**src/stq_pkg.sv**
```systemverilog
// Package with the shared types and constants of the software timer queue.
package stq_pkg;

   localparam int MAX_RESULTS = 16;
   localparam int EXP_W       = $clog2(MAX_RESULTS + 2);

   localparam logic [1:0] ACT_CREATE = 2'd0;
   localparam logic [1:0] ACT_DELETE = 2'd1;
   localparam logic [1:0] ACT_TICK   = 2'd2;
   localparam logic [1:0] ACT_UNUSED = 2'd3;

   localparam logic [1:0] EV_FIRED    = 2'd0;
   localparam logic [1:0] EV_ACK      = 2'd1;
   localparam logic [1:0] EV_FULL     = 2'd2;
   localparam logic [1:0] EV_NOTFOUND = 2'd3;

   typedef struct packed {
      logic [1:0]  action;
      logic [31:0] timer_id;
      logic [31:0] delay_ms;
      logic        repeat_flag;
      logic [47:0] time_value;
   } req_type;

   typedef struct packed {
      logic [1:0]  event_kind;
      logic [31:0] fired_id;
      logic        last_result;
      logic        queue_empty;
   } rsp_type;

   typedef enum logic [1:0] {
      SCAN_FREE,
      SCAN_DEL,
      SCAN_MIN
   } scan_type;

   typedef enum logic [1:0] {
      CMD_NONE,
      CMD_WRITE,
      CMD_CLEAR,
      CMD_FIRE
   } cmd_type;

   // Control part of the token that walks down the row of slot cells.
   typedef struct packed {
      logic              active;
      scan_type          op;
      logic              found;
      logic              rep;
      logic              blocker;
      logic [EXP_W-1:0]  exp_cnt;
   } carry_type;

endpackage

```
**src/stq_cell.sv**
```systemverilog
// One timer slot of the row, with its share of the scan token pipeline.
module stq_cell #(
   parameter int TB         = 48,
   parameter int IW         = 4,
   parameter int CELL_INDEX = 0
) (
   input  logic                 clock,
   input  logic                 reset,
   input  stq_pkg::cmd_type     cmd,
   input  logic [IW-1:0]        cmd_idx,
   input  logic [31:0]          item_id,
   input  logic [TB-1:0]        item_target,
   input  logic [31:0]          item_period,
   input  logic                 item_rep,
   input  logic [TB-1:0]        now,
   input  stq_pkg::carry_type   c_in,
   input  logic [TB-1:0]        c_target_in,
   input  logic [IW-1:0]        c_idx_in,
   input  logic [31:0]          c_id_in,
   output stq_pkg::carry_type   c_out,
   output logic [TB-1:0]        c_target_out,
   output logic [IW-1:0]        c_idx_out,
   output logic [31:0]          c_id_out
);

   logic                valid_ff;
   logic [31:0]         id_ff;
   logic [TB-1:0]       target_ff;
   logic [31:0]         period_ff;
   logic                rep_ff;

   stq_pkg::carry_type  c_ff, c_in_next;
   logic [TB-1:0]       c_target_ff, c_target_in_next;
   logic [IW-1:0]       c_idx_ff, c_idx_in_next;
   logic [31:0]         c_id_ff, c_id_in_next;

   logic                hit, expired, take;
   logic [TB:0]         rearm_sum;
   logic [TB-1:0]       rearm_target;

   assign hit       = (cmd_idx == IW'(CELL_INDEX));
   assign expired   = valid_ff && (target_ff < now);
   assign rearm_sum = (TB+1)'(now) + (TB+1)'(period_ff);
   assign rearm_target = rearm_sum[TB] ? {TB{1'b1}} : rearm_sum[TB-1:0];

   always_comb begin
      case (c_in.op)
         stq_pkg::SCAN_FREE: take = !c_in.found && !valid_ff;
         stq_pkg::SCAN_DEL:  take = !c_in.found && valid_ff && (id_ff == item_id);
         stq_pkg::SCAN_MIN:  take = expired && (!c_in.found || target_ff < c_target_in);
         default:            take = 1'b0;
      endcase
   end

   always_comb begin
      c_in_next        = c_in;
      c_target_in_next = c_target_in;
      c_idx_in_next    = c_idx_in;
      c_id_in_next     = c_id_in;
      if (c_in.active) begin
         if (valid_ff && (!expired || rep_ff)) begin
            c_in_next.blocker = 1'b1;
         end
         if (expired && c_in.exp_cnt != stq_pkg::EXP_W'(stq_pkg::MAX_RESULTS + 1)) begin
            c_in_next.exp_cnt = c_in.exp_cnt + 1'b1;
         end
         if (take) begin
            c_in_next.found  = 1'b1;
            c_in_next.rep    = rep_ff;
            c_target_in_next = target_ff;
            c_idx_in_next    = IW'(CELL_INDEX);
            c_id_in_next     = id_ff;
         end
      end
   end

   always_ff @(posedge clock) begin
      if (reset) begin
         valid_ff <= 1'b0;
         c_ff     <= '0;
      end else begin
         c_ff <= c_in_next;
         if (hit) begin
            case (cmd)
               stq_pkg::CMD_WRITE: valid_ff <= 1'b1;
               stq_pkg::CMD_CLEAR: valid_ff <= 1'b0;
               stq_pkg::CMD_FIRE:  valid_ff <= rep_ff;
               default:            valid_ff <= valid_ff;
            endcase
         end
      end
      c_target_ff <= c_target_in_next;
      c_idx_ff    <= c_idx_in_next;
      c_id_ff     <= c_id_in_next;
      if (hit && cmd == stq_pkg::CMD_WRITE) begin
         id_ff     <= item_id;
         target_ff <= item_target;
         period_ff <= item_period;
         rep_ff    <= item_rep;
      end else if (hit && cmd == stq_pkg::CMD_FIRE && rep_ff) begin
         target_ff <= rearm_target;
      end
   end

   assign c_out        = c_ff;
   assign c_target_out = c_target_ff;
   assign c_idx_out    = c_idx_ff;
   assign c_id_out     = c_id_ff;

endmodule

```
**config.mk**
```make
export PLATFORM = sky130hd
export DESIGN_NAME = stq_cell
export DESIGN_NICKNAME = d
export VERILOG_FILES = /design/src/stq_pkg.sv /design/src/stq_cell.sv
export SDC_FILE = /design/constraint.sdc
export NUM_CORES = 1
export LEC_CHECK = 0
export ABC_AREA = 1
export CORE_ASPECT_RATIO = 1.75
export CORE_MARGIN = 4
export CORE_UTILIZATION = 60
export CTS_BUF_LIST = sky130_fd_sc_hd__clkbuf_8
export DETAILED_ROUTE_END_ITERATION = 12
export DONT_BUFFER_PORTS = 1
export PLACE_DENSITY = 0.76
export SKIP_CTS_REPAIR_TIMING = 1
export SYNTH_ARGS = -nofsm -noshare
export SYNTH_HDL_FRONTEND = slang
export SYNTH_SLANG_ARGS = --single-unit
```
**constraint.sdc**
```tcl
create_clock -name clock -period 14.3 [get_ports clock]
set_clock_uncertainty 0.05 [all_clocks]
set_input_delay 0.715 -clock clock [delete_from_list [all_inputs] [get_ports clock]]
set_output_delay 0.715 -clock clock [all_outputs]
set_load 0.005 [all_outputs]
```
==> results of run 1 <==
==> where the power goes <==
part / total (mW) / switching [mW] / internal, mW
clock: 0.479 / 0.227 / 0.252
combinational: 0.168 / 0.105 / 0.0633
sequential: 0.671 / 0.0131 / 0.658
total: 1.32 / 0.344 / 0.973
==> cells in the mapped netlist, types with 10 or more instances <==
| library cell | count |
|---|---|
| a21oi_1 | 107 |
| a21oi_4 | 10 |
| buf_2 | 12 |
| buf_6 | 10 |
| dfxtp_1 | 96 |
| edfxtp_1 | 113 |
| ha_1 | 128 |
| inv_1 | 228 |
| nand2_1 | 409 |
| nand3_1 | 121 |
| nand4_1 | 19 |
| nor2_1 | 181 |
| nor3_1 | 21 |
| nor4_1 | 11 |
| o21ai_0 | 52 |
| or2_2 | 13 |
| xnor2_1 | 35 |
| xor2_1 | 25 |
==> logic make-up (layout without fill, tap and decap cells) <==
logic type	Yosys count	after routing	synth area share, %
flops	209	209	40.4
buf+inv	268	293	8.46
xor+xnor	60	60	4.00
other cells	0	2	0
simple gates	786	786	24.9
fa+ha+maj	129	129	12.3
compound gates	217	217	9.87
==> cell usage in the layout (no fill, tap or decap), types with 2 or more instances in the layout <==
| cell type | count |
|---|---|
| nor3_1 | 21 |
| nand3_1 | 121 |
| a21boi_0 | 9 |
| xnor2_1 | 35 |
| o21ai_2 | 3 |
| o21bai_1 | 8 |
| inv_2 | 4 |
| nand2_1 | 407 |
| nor2_1 | 180 |
| o21ai_0 | 52 |
| edfxtp_1 | 113 |
| bufinv_16 | 2 |
| inv_1 | 244 |
| a21oi_4 | 11 |
| dfxtp_1 | 96 |
| a31oi_1 | 2 |
| o21ai_1 | 5 |
| o21a_1 | 5 |
| o22ai_1 | 9 |
| a21o_1 | 5 |
| xor2_1 | 25 |
| a21oi_1 | 106 |
| nand2_2 | 6 |
| clkinv_2 | 3 |
| diode_2 | 2 |
| nor4_1 | 11 |
| or2_2 | 13 |
| ha_1 | 128 |
| nand4_1 | 19 |
| nand3b_1 | 2 |
| clkbuf_8 | 34 |
| buf_4 | 6 |
==> final timing paths <==
kind / start / endpoint / slack (ns) / cells past startpoint
hold / removal: reset / c_out[5] / 0.16 / 1
hold reg to reg: target_ff[0] / c_target_out[0] / 0.47 / 2
setup / recovery: target_ff[23] / c_id_out[30] / 10.89 / 15
setup reg to reg: target_ff[23] / c_id_out[30] / 10.89 / 15
==> cell type report <==
cell class / count / area share, %
Inverter: 231 / 6.22
Multi-Input combinational cell: 1192 / 48.3
Clock inverter: 22 / 0.996
Clock buffer: 34 / 3.36
Timing Repair Buffer: 6 / 0.323
Antenna cell: 2 / 0.0359
Tap cell: 292 / 2.62
Sequential cell: 209 / 38.1
==> state kept, by name (all words and copies together), names as in the netlist <==
name	flops
c_target_out	48
target_ff	48
c_id_out	32
id_ff	32
period_ff	32
c_out	11
c_idx_out	4
rep_ff	1
valid_ff	1
==> worst max-delay path, stage by stage (launching register included) <==
cell and delay, ns:
edfxtp_1 0.43, ha_1 0.32, nand2_1 0.12, nor2_1 0.08, nand2_1 0.11, nand2_1 0.13
nand2_1 0.09, nand2_1 0.10, a21oi_1 0.23, nand2_1 0.15, nor2_1 0.19, nand2_1 0.09
nand2_2 0.09, buf_4 0.68, nand3_1 0.33, nand2_1 0.14
==> stage by stage <==
stage / total power, mW / setup WS (ns)
final: 1.32 / 10.89
after floorplan: 0.808 / 7.85
after detailed placement: 0.851 / 10.56
after global placement: 0.846 / 10.55
after CTS: 1.32 / 10.83
after global routing: 1.37 / 10.63
==> layer usage <==
layer | wire length [µm] | GRT usage [%]
met4 | 2650 | 18.5
met3 | 2600 | 5.83
met2 | 21600 | 61.9
met5 | 10 | 0
met1 | 13000 | 31.0
==> results.toml, run 1 <==
[status]
status = "finished, final reports clean"

[route]
routed_via_density = 5.65
drtPass1Iterations = 5
drtIter0Drc = 678
drtAntennaViolNets = 0
routedWlPerCell_um = 20.0
wl_um = 39800
drt_drc_violations_left = 0
vias = 11200

[global_route]
grt_overflow = 0
antenna_found_initial = 3
grt_pass1_wl_um = 60700
grtUsageTotal_pct = 32.0
grt_max_degree = 95
grt_pass1_vias = 11600

[yosys]
synth_area_mm2 = 0.0131
syn_avg_cell_area_um2 = 7.87
yosysWarningCount = 0
async_flop_share_pct = 0
yosysTopAreaCell = "edfxtp_1"
synth_seq_cells = 209
synth-edff-count = 113
synth_ff_type = "edfxtp_1"
syn_nets = 2062
synth_top_area_share_pct = 25.8
postSynthCellCount = 1669
ys_types = 40
yosysSeqAreaShare_pct = 40.4
synth.area.top_cells = "edfxtp_1, dfxtp_1, ha_1, nand2_1, inv_1"

[die]
io_pins = 359
die_area_mm2 = 0.0244
start_util_pct = 61.1
coreArea_mm2 = 0.0215
rows = 71
die_height_um = 204
die_w_um = 120

[cells_and_area]
nNetsFinal = 2063
drive_above_1_share_pct = 5.14
fillers = 1922
syn_to_final_growth_pct = 6.14
multiInputGateArea_mm2 = 0.00674
finalNonFillerCells = 1988
design_area_mm2 = 0.0139
fin_util_pct = 64.9
seqCellArea_mm2 = 0.00532

[clocking]
clock_latency_ns = 0.59
h-tree-depth = 1
cts_buffers = 30
tritoncts = "done"
cts.path.max_buffers = 3
clock_sinks = 209
root_buffer = "clkbuf_8"
cts.clk_slew.worst_paths_ns = 0.07

[placement]
place.gp.congestion = 0.969
dpl_cell_area_mm2 = 0.0133
io_buffers = 0
place_hpwl_um = 32200
dpl.cell_count = 1930

[worst_setup_path]
worst-setup-path-type = "register to register"
worstPathMaxFanout = 73
endpoint_kind = "register"
critPathLaunchType = "register"
arrival_ns = 3.89
cp.required_ns = 14.78

[power]
ir_drop_uv = 75.9
p_per_area_mw_per_mm2 = 94.5
p_leak_nw = 6.61

[sta]
min_period_ns = 3.41
hold_slack_ns = 0.161
finalSetupTns_ns = 0
worst_slew_pin_slew_ns = 1.01
setup_viol = 0
hold_violations = 0
fin_crit_sh_pct = 23.9
relSlewSlack_pct = 32.9
grt_setup_unrepaired = "no"
fmaxAchievable_mhz = 293
slew_violations = 0

[flow_run]
drv_cap = 0

[hold_path]
hp-class = "primary input to register"
No activity file was read; power rests on OpenSTA's default activity.
==> run 2: changes to the inputs <==
- clock period: 14.3 -> 3.4 ns (I/O delays scaled with it)
==> results.toml, run 2 (same netlist as run 1, synthesis figures left out) <==
[worst_setup_path]
cp.required_ns = 3.86
critPathLaunchType = "register"
worstPathMaxFanout = 73
worst-setup-path-type = "register to register"
endpoint_kind = "register"
worstReg2RegStart = "target_ff[23]"
arrival_ns = 3.97
r2r-end = "c_id_out[14]"
r2r_setup_slack_ns = -0.11
rr_worst_depth = 15

[hold_path]
holdPathEnd = "target_ff[35]"
min_from = "now[35]"
hp-class = "primary input to register"
hold_depth = 3

[sta]
hold_slack_ns = -0.00393
slew_violations = 0
fmaxAchievable_mhz = 285
relSlewSlack_pct = 36.6
setup_ws_ns = -0.113
min_period_ns = 3.51
worst_slew_pin_slew_ns = 0.950
fin_crit_sh_pct = 103
finalSetupTns_ns = -0.285
setup_viol = 9
hold_violations = 1

[cells_and_area]
syn_to_final_growth_pct = 24.6
final_cell_mix = "nand2_1, inv_1, dlygate4sd3_1, nor2_1, ha_1"
drive_above_1_share_pct = 5.23
nNetsFinal = 2298
final_common_cell = "nand2_1"

[global_route]
grt_overflow = 0
grtUsageTotal_pct = 31.5
grt_pass1_wl_um = 59400
grt_max_degree = 74
grt_pass1_vias = 11500
antenna_found_initial = 5

[route]
wl_um = 48300
drtPass1Iterations = 7
drt_drc_violations_left = 0
vias = 13100
routedWlPerCell_um = 21.7
drtAntennaViolNets = 0
drtIter0Drc = 1122
routed_via_density = 5.89

[power]
p_leak_nw = 7.62
p_per_area_mw_per_mm2 = 369
ir_drop_uv = 348

[clocking]
clock_latency_ns = 0.60
cts_buffers = 31
root_buffer = "clkbuf_8"
cts.path.max_buffers = 3
h-tree-depth = 1
cts.clk_slew.worst_paths_ns = 0.07
clock_sinks = 209
tritoncts = "done"

[die]
die_area_mm2 = 0.0244
io_pins = 359
start_util_pct = 61.1
coreArea_mm2 = 0.0215
die_height_um = 204
die_w_um = 120
rows = 71

[placement]
place_hpwl_um = 32000
place.gp.congestion = 1.02
io_buffers = 0
place_ws_ns = 0.335

[status]
violations = "hold timing, setup timing"
status = "complete, but fails checks"

[flow_run]
drv_cap = 0
run 2: where the power goes:
group	switching, mW	leakage (nW)	total, mW	internal (mW)
Clock	1.06	0.389	2.23	1.17
Sequential	0.0582	1.83	2.82	2.76
Combinational	0.546	5.41	0.994	0.447
run 2: cell type report:
cell class	count	area, µm²
repair buffers	240	2390
clock inverters	16	93.8
well taps	292	365
diodes	6	15.0
flip-flops and latches	209	5320
fillers	1497	5120
multi-input cells	1192	6750
inverters	231	867
clock buffers	42	578
run 2: worst max path at each step:
stage / start / to / slack (ns) / cells after the start
3_5_place_dp: period_ff[0] / target_ff[1] / 0.33 / 14
5_1_grt: target_ff[23] / c_id_out[14] / -0.24 / 15
6_report: target_ff[23] / c_id_out[14] / -0.11 / 15
3_3_place_gp: target_ff[23] / c_id_out[14] / 0.39 / 14
2_1_floorplan: cmd_idx[1] / target_ff[0] / 0.12 / 7
4_1_cts: period_ff[0] / target_ff[1] / 0.31 / 14
run 2: metal layers:
layer	part of all wire [%]	global-route usage, %	up-vias
li1	-	-	5941
met1	32	29.6	6058
met2	52	61.5	837
met3	8.0	6.19	294
met4	8.4	18.6	0
met5	0	0	-
run 2: stage by stage:
step / std cells / hold slack (ns) / area [µm²] / total power, mW / utilization, %
2_1_floorplan: 1669 / 0.219 / 13200 / 3.40 / -
3_3_place_gp: 1937 / 0.194 / 13400 / 3.57 / 62.4
3_5_place_dp: 1937 / 0.193 / 13400 / 3.59 / 62.4
4_1_cts: 1995 / -0.432 / 14100 / 5.73 / 65.5
5_1_grt: 2227 / 0.0137 / 16400 / 6.25 / 76.2
6_report: 2228 / -0.00393 / 16400 / 6.05 / 76.2
run 2: critical path, stage by stage (launching register included):
cell and delay, ns:
edfxtp_1 0.47, ha_1 0.33, nand2_1 0.13, nor2_1 0.09, nand2_1 0.10, nand2_1 0.12, nand2_1 0.09, nand2_1 0.10
a21oi_1 0.27, nand2_1 0.17, nor2_1 0.16, nand2_1 0.08, nand2_2 0.09, buf_4 0.70, nand3_1 0.20, nand2_1 0.23
==> run 3: changes to the inputs <==
- CORE_MARGIN: 4 -> not set
==> results.toml, run 3 (same netlist as run 1, synthesis figures left out) <==
[global_route]
grt_pass1_vias = 11500
grt_max_degree = 67
grt_overflow = 0
grtUsageTotal_pct = 34.4
antenna_found_initial = 0
grt_pass1_wl_um = 58400

[sta]
min_period_ns = 3.25
slew_violations = 0
hold_violations = 3
hold_slack_ns = -0.0469
finalSetupTns_ns = 0
worst_slew_pin_slew_ns = 1.06
fmaxAchievable_mhz = 308
setup_viol = 0
fin_crit_sh_pct = 95.5
relSlewSlack_pct = 29.4

[clocking]
h-tree-depth = 1
root_buffer = "clkbuf_8"
cts.path.max_buffers = 3
clock_latency_ns = 0.60
clock_sinks = 209
cts.clk_slew.worst_paths_ns = 0.07
tritoncts = "done"
cts_buffers = 30

[worst_setup_path]
endpoint_kind = "register"
critPathLaunchType = "register"
arrival_ns = 3.64
r2r_setup_slack_ns = 0.15
worstPathMaxFanout = 19
worst-setup-path-type = "register to register"
cp.required_ns = 3.79

[cells_and_area]
fillers = 1511
finalNonFillerCells = 2215
final_cell_mix = "nand2_1, inv_1, dlygate4sd3_1, nor2_1, ha_1"
n_antenna_cell = 0
syn_to_final_growth_pct = 23.9
final_common_cell = "nand2_1"
design_area_mm2 = 0.0163
drive_above_1_share_pct = 5.10
nNetsFinal = 2292

[flow_run]
drv_cap = 0

[status]
violations = "hold timing"
status = "complete, but fails checks"

[route]
drtPass1Iterations = 6
drtAntennaViolNets = 0
vias = 13000
routedWlPerCell_um = 21.0
drtIter0Drc = 1156
routed_via_density = 5.85
drt_drc_violations_left = 0
wl_um = 46600

[power]
ir_drop_uv = 300
p_per_area_mw_per_mm2 = 365
p_leak_nw = 7.58
finalPower_mw = 5.94

[placement]
io_buffers = 0
dpl.cell_count = 1935
dpl_cell_area_mm2 = 0.0134
place_hpwl_um = 31300
place.gp.congestion = 0.960

[die]
io_pins = 359
die_height_um = 198
rows = 71
start_util_pct = 61.1
die_area_mm2 = 0.0225
coreArea_mm2 = 0.0215
die_w_um = 114

[hold_path]
hp-class = "primary input to register"
==> run 3: cell count changes in the layout (fill, tap and decap cells not counted), sizes merged <==
cell,delta
buf,-2
clkinvlp,-1
dlygate4sd3,-3
diode,-6
clkinv,+3
inv,-1
clkbuf,-3
==> run 3: through the flow <==
| stage | util, % | worst slack (ns) |
|---|---|---|
| 2_1_floorplan | - | 0.124 |
| 3_3_place_gp | 62.3 | 0.260 |
| 3_5_place_dp | 62.3 | 0.219 |
| 4_1_cts | 65.2 | 0.210 |
| 5_1_grt | 75.7 | -0.000914 |
| 6_report | 75.7 | 0.152 |
==> run 3: path summary, 6_finish.rpt <==
kind | endpoint | startpoint | depth (start not counted)
max | target_ff[44] | period_ff[0] | 14
min | target_ff[34] | now[34] | 3
max reg2reg | target_ff[44] | period_ff[0] | 14
min reg2reg | c_id_out[1] | id_ff[1] | 2
==> run 3: area by class of cell <==
type	count	area [µm²]	share of cell area [%]
Clock buffer	39	537	3.30
Multi-Input combinational cell	1192	6750	41.5
Inverter	231	867	5.33
Clock inverter	17	97.6	0.600
Sequential cell	209	5320	32.7
Tap cell	292	365	2.24
Timing Repair Buffer	235	2340	14.4
==> run 3: routing by layer <==
metal | global-route usage [%] | share of wire, % | vias up
met3 | 7.35 | 8.4 | 294
met4 | 25.3 | 8.5 | 0
met2 | 66.2 | 52 | 830
met5 | 0 | 0 | -
met1 | 30.8 | 32 | 5908
li1 | - | - | 5929
==> run 3: power breakdown <==
part | internal (mW) | switching, mW
Combinational | 0.446 | 0.543
Sequential | 2.76 | 0.0583
Clock | 1.10 | 1.03
==> run 3: worst max-delay path, cell delays in order, from the launching register on <==
cell	delay, ns
edfxtp_1	0.33
ha_1	0.18
inv_1	0.08
fa_1	0.46
o21ai_2	0.22
a21oi_2	0.12
o21ai_2	0.20
nand2_1	0.09
nand2_2	0.10
nand2_2	0.07
o21ai_2	0.15
buf_4	0.29
nor2_1	0.08
nor2_1	0.11
dlygate4sd3_1	0.59
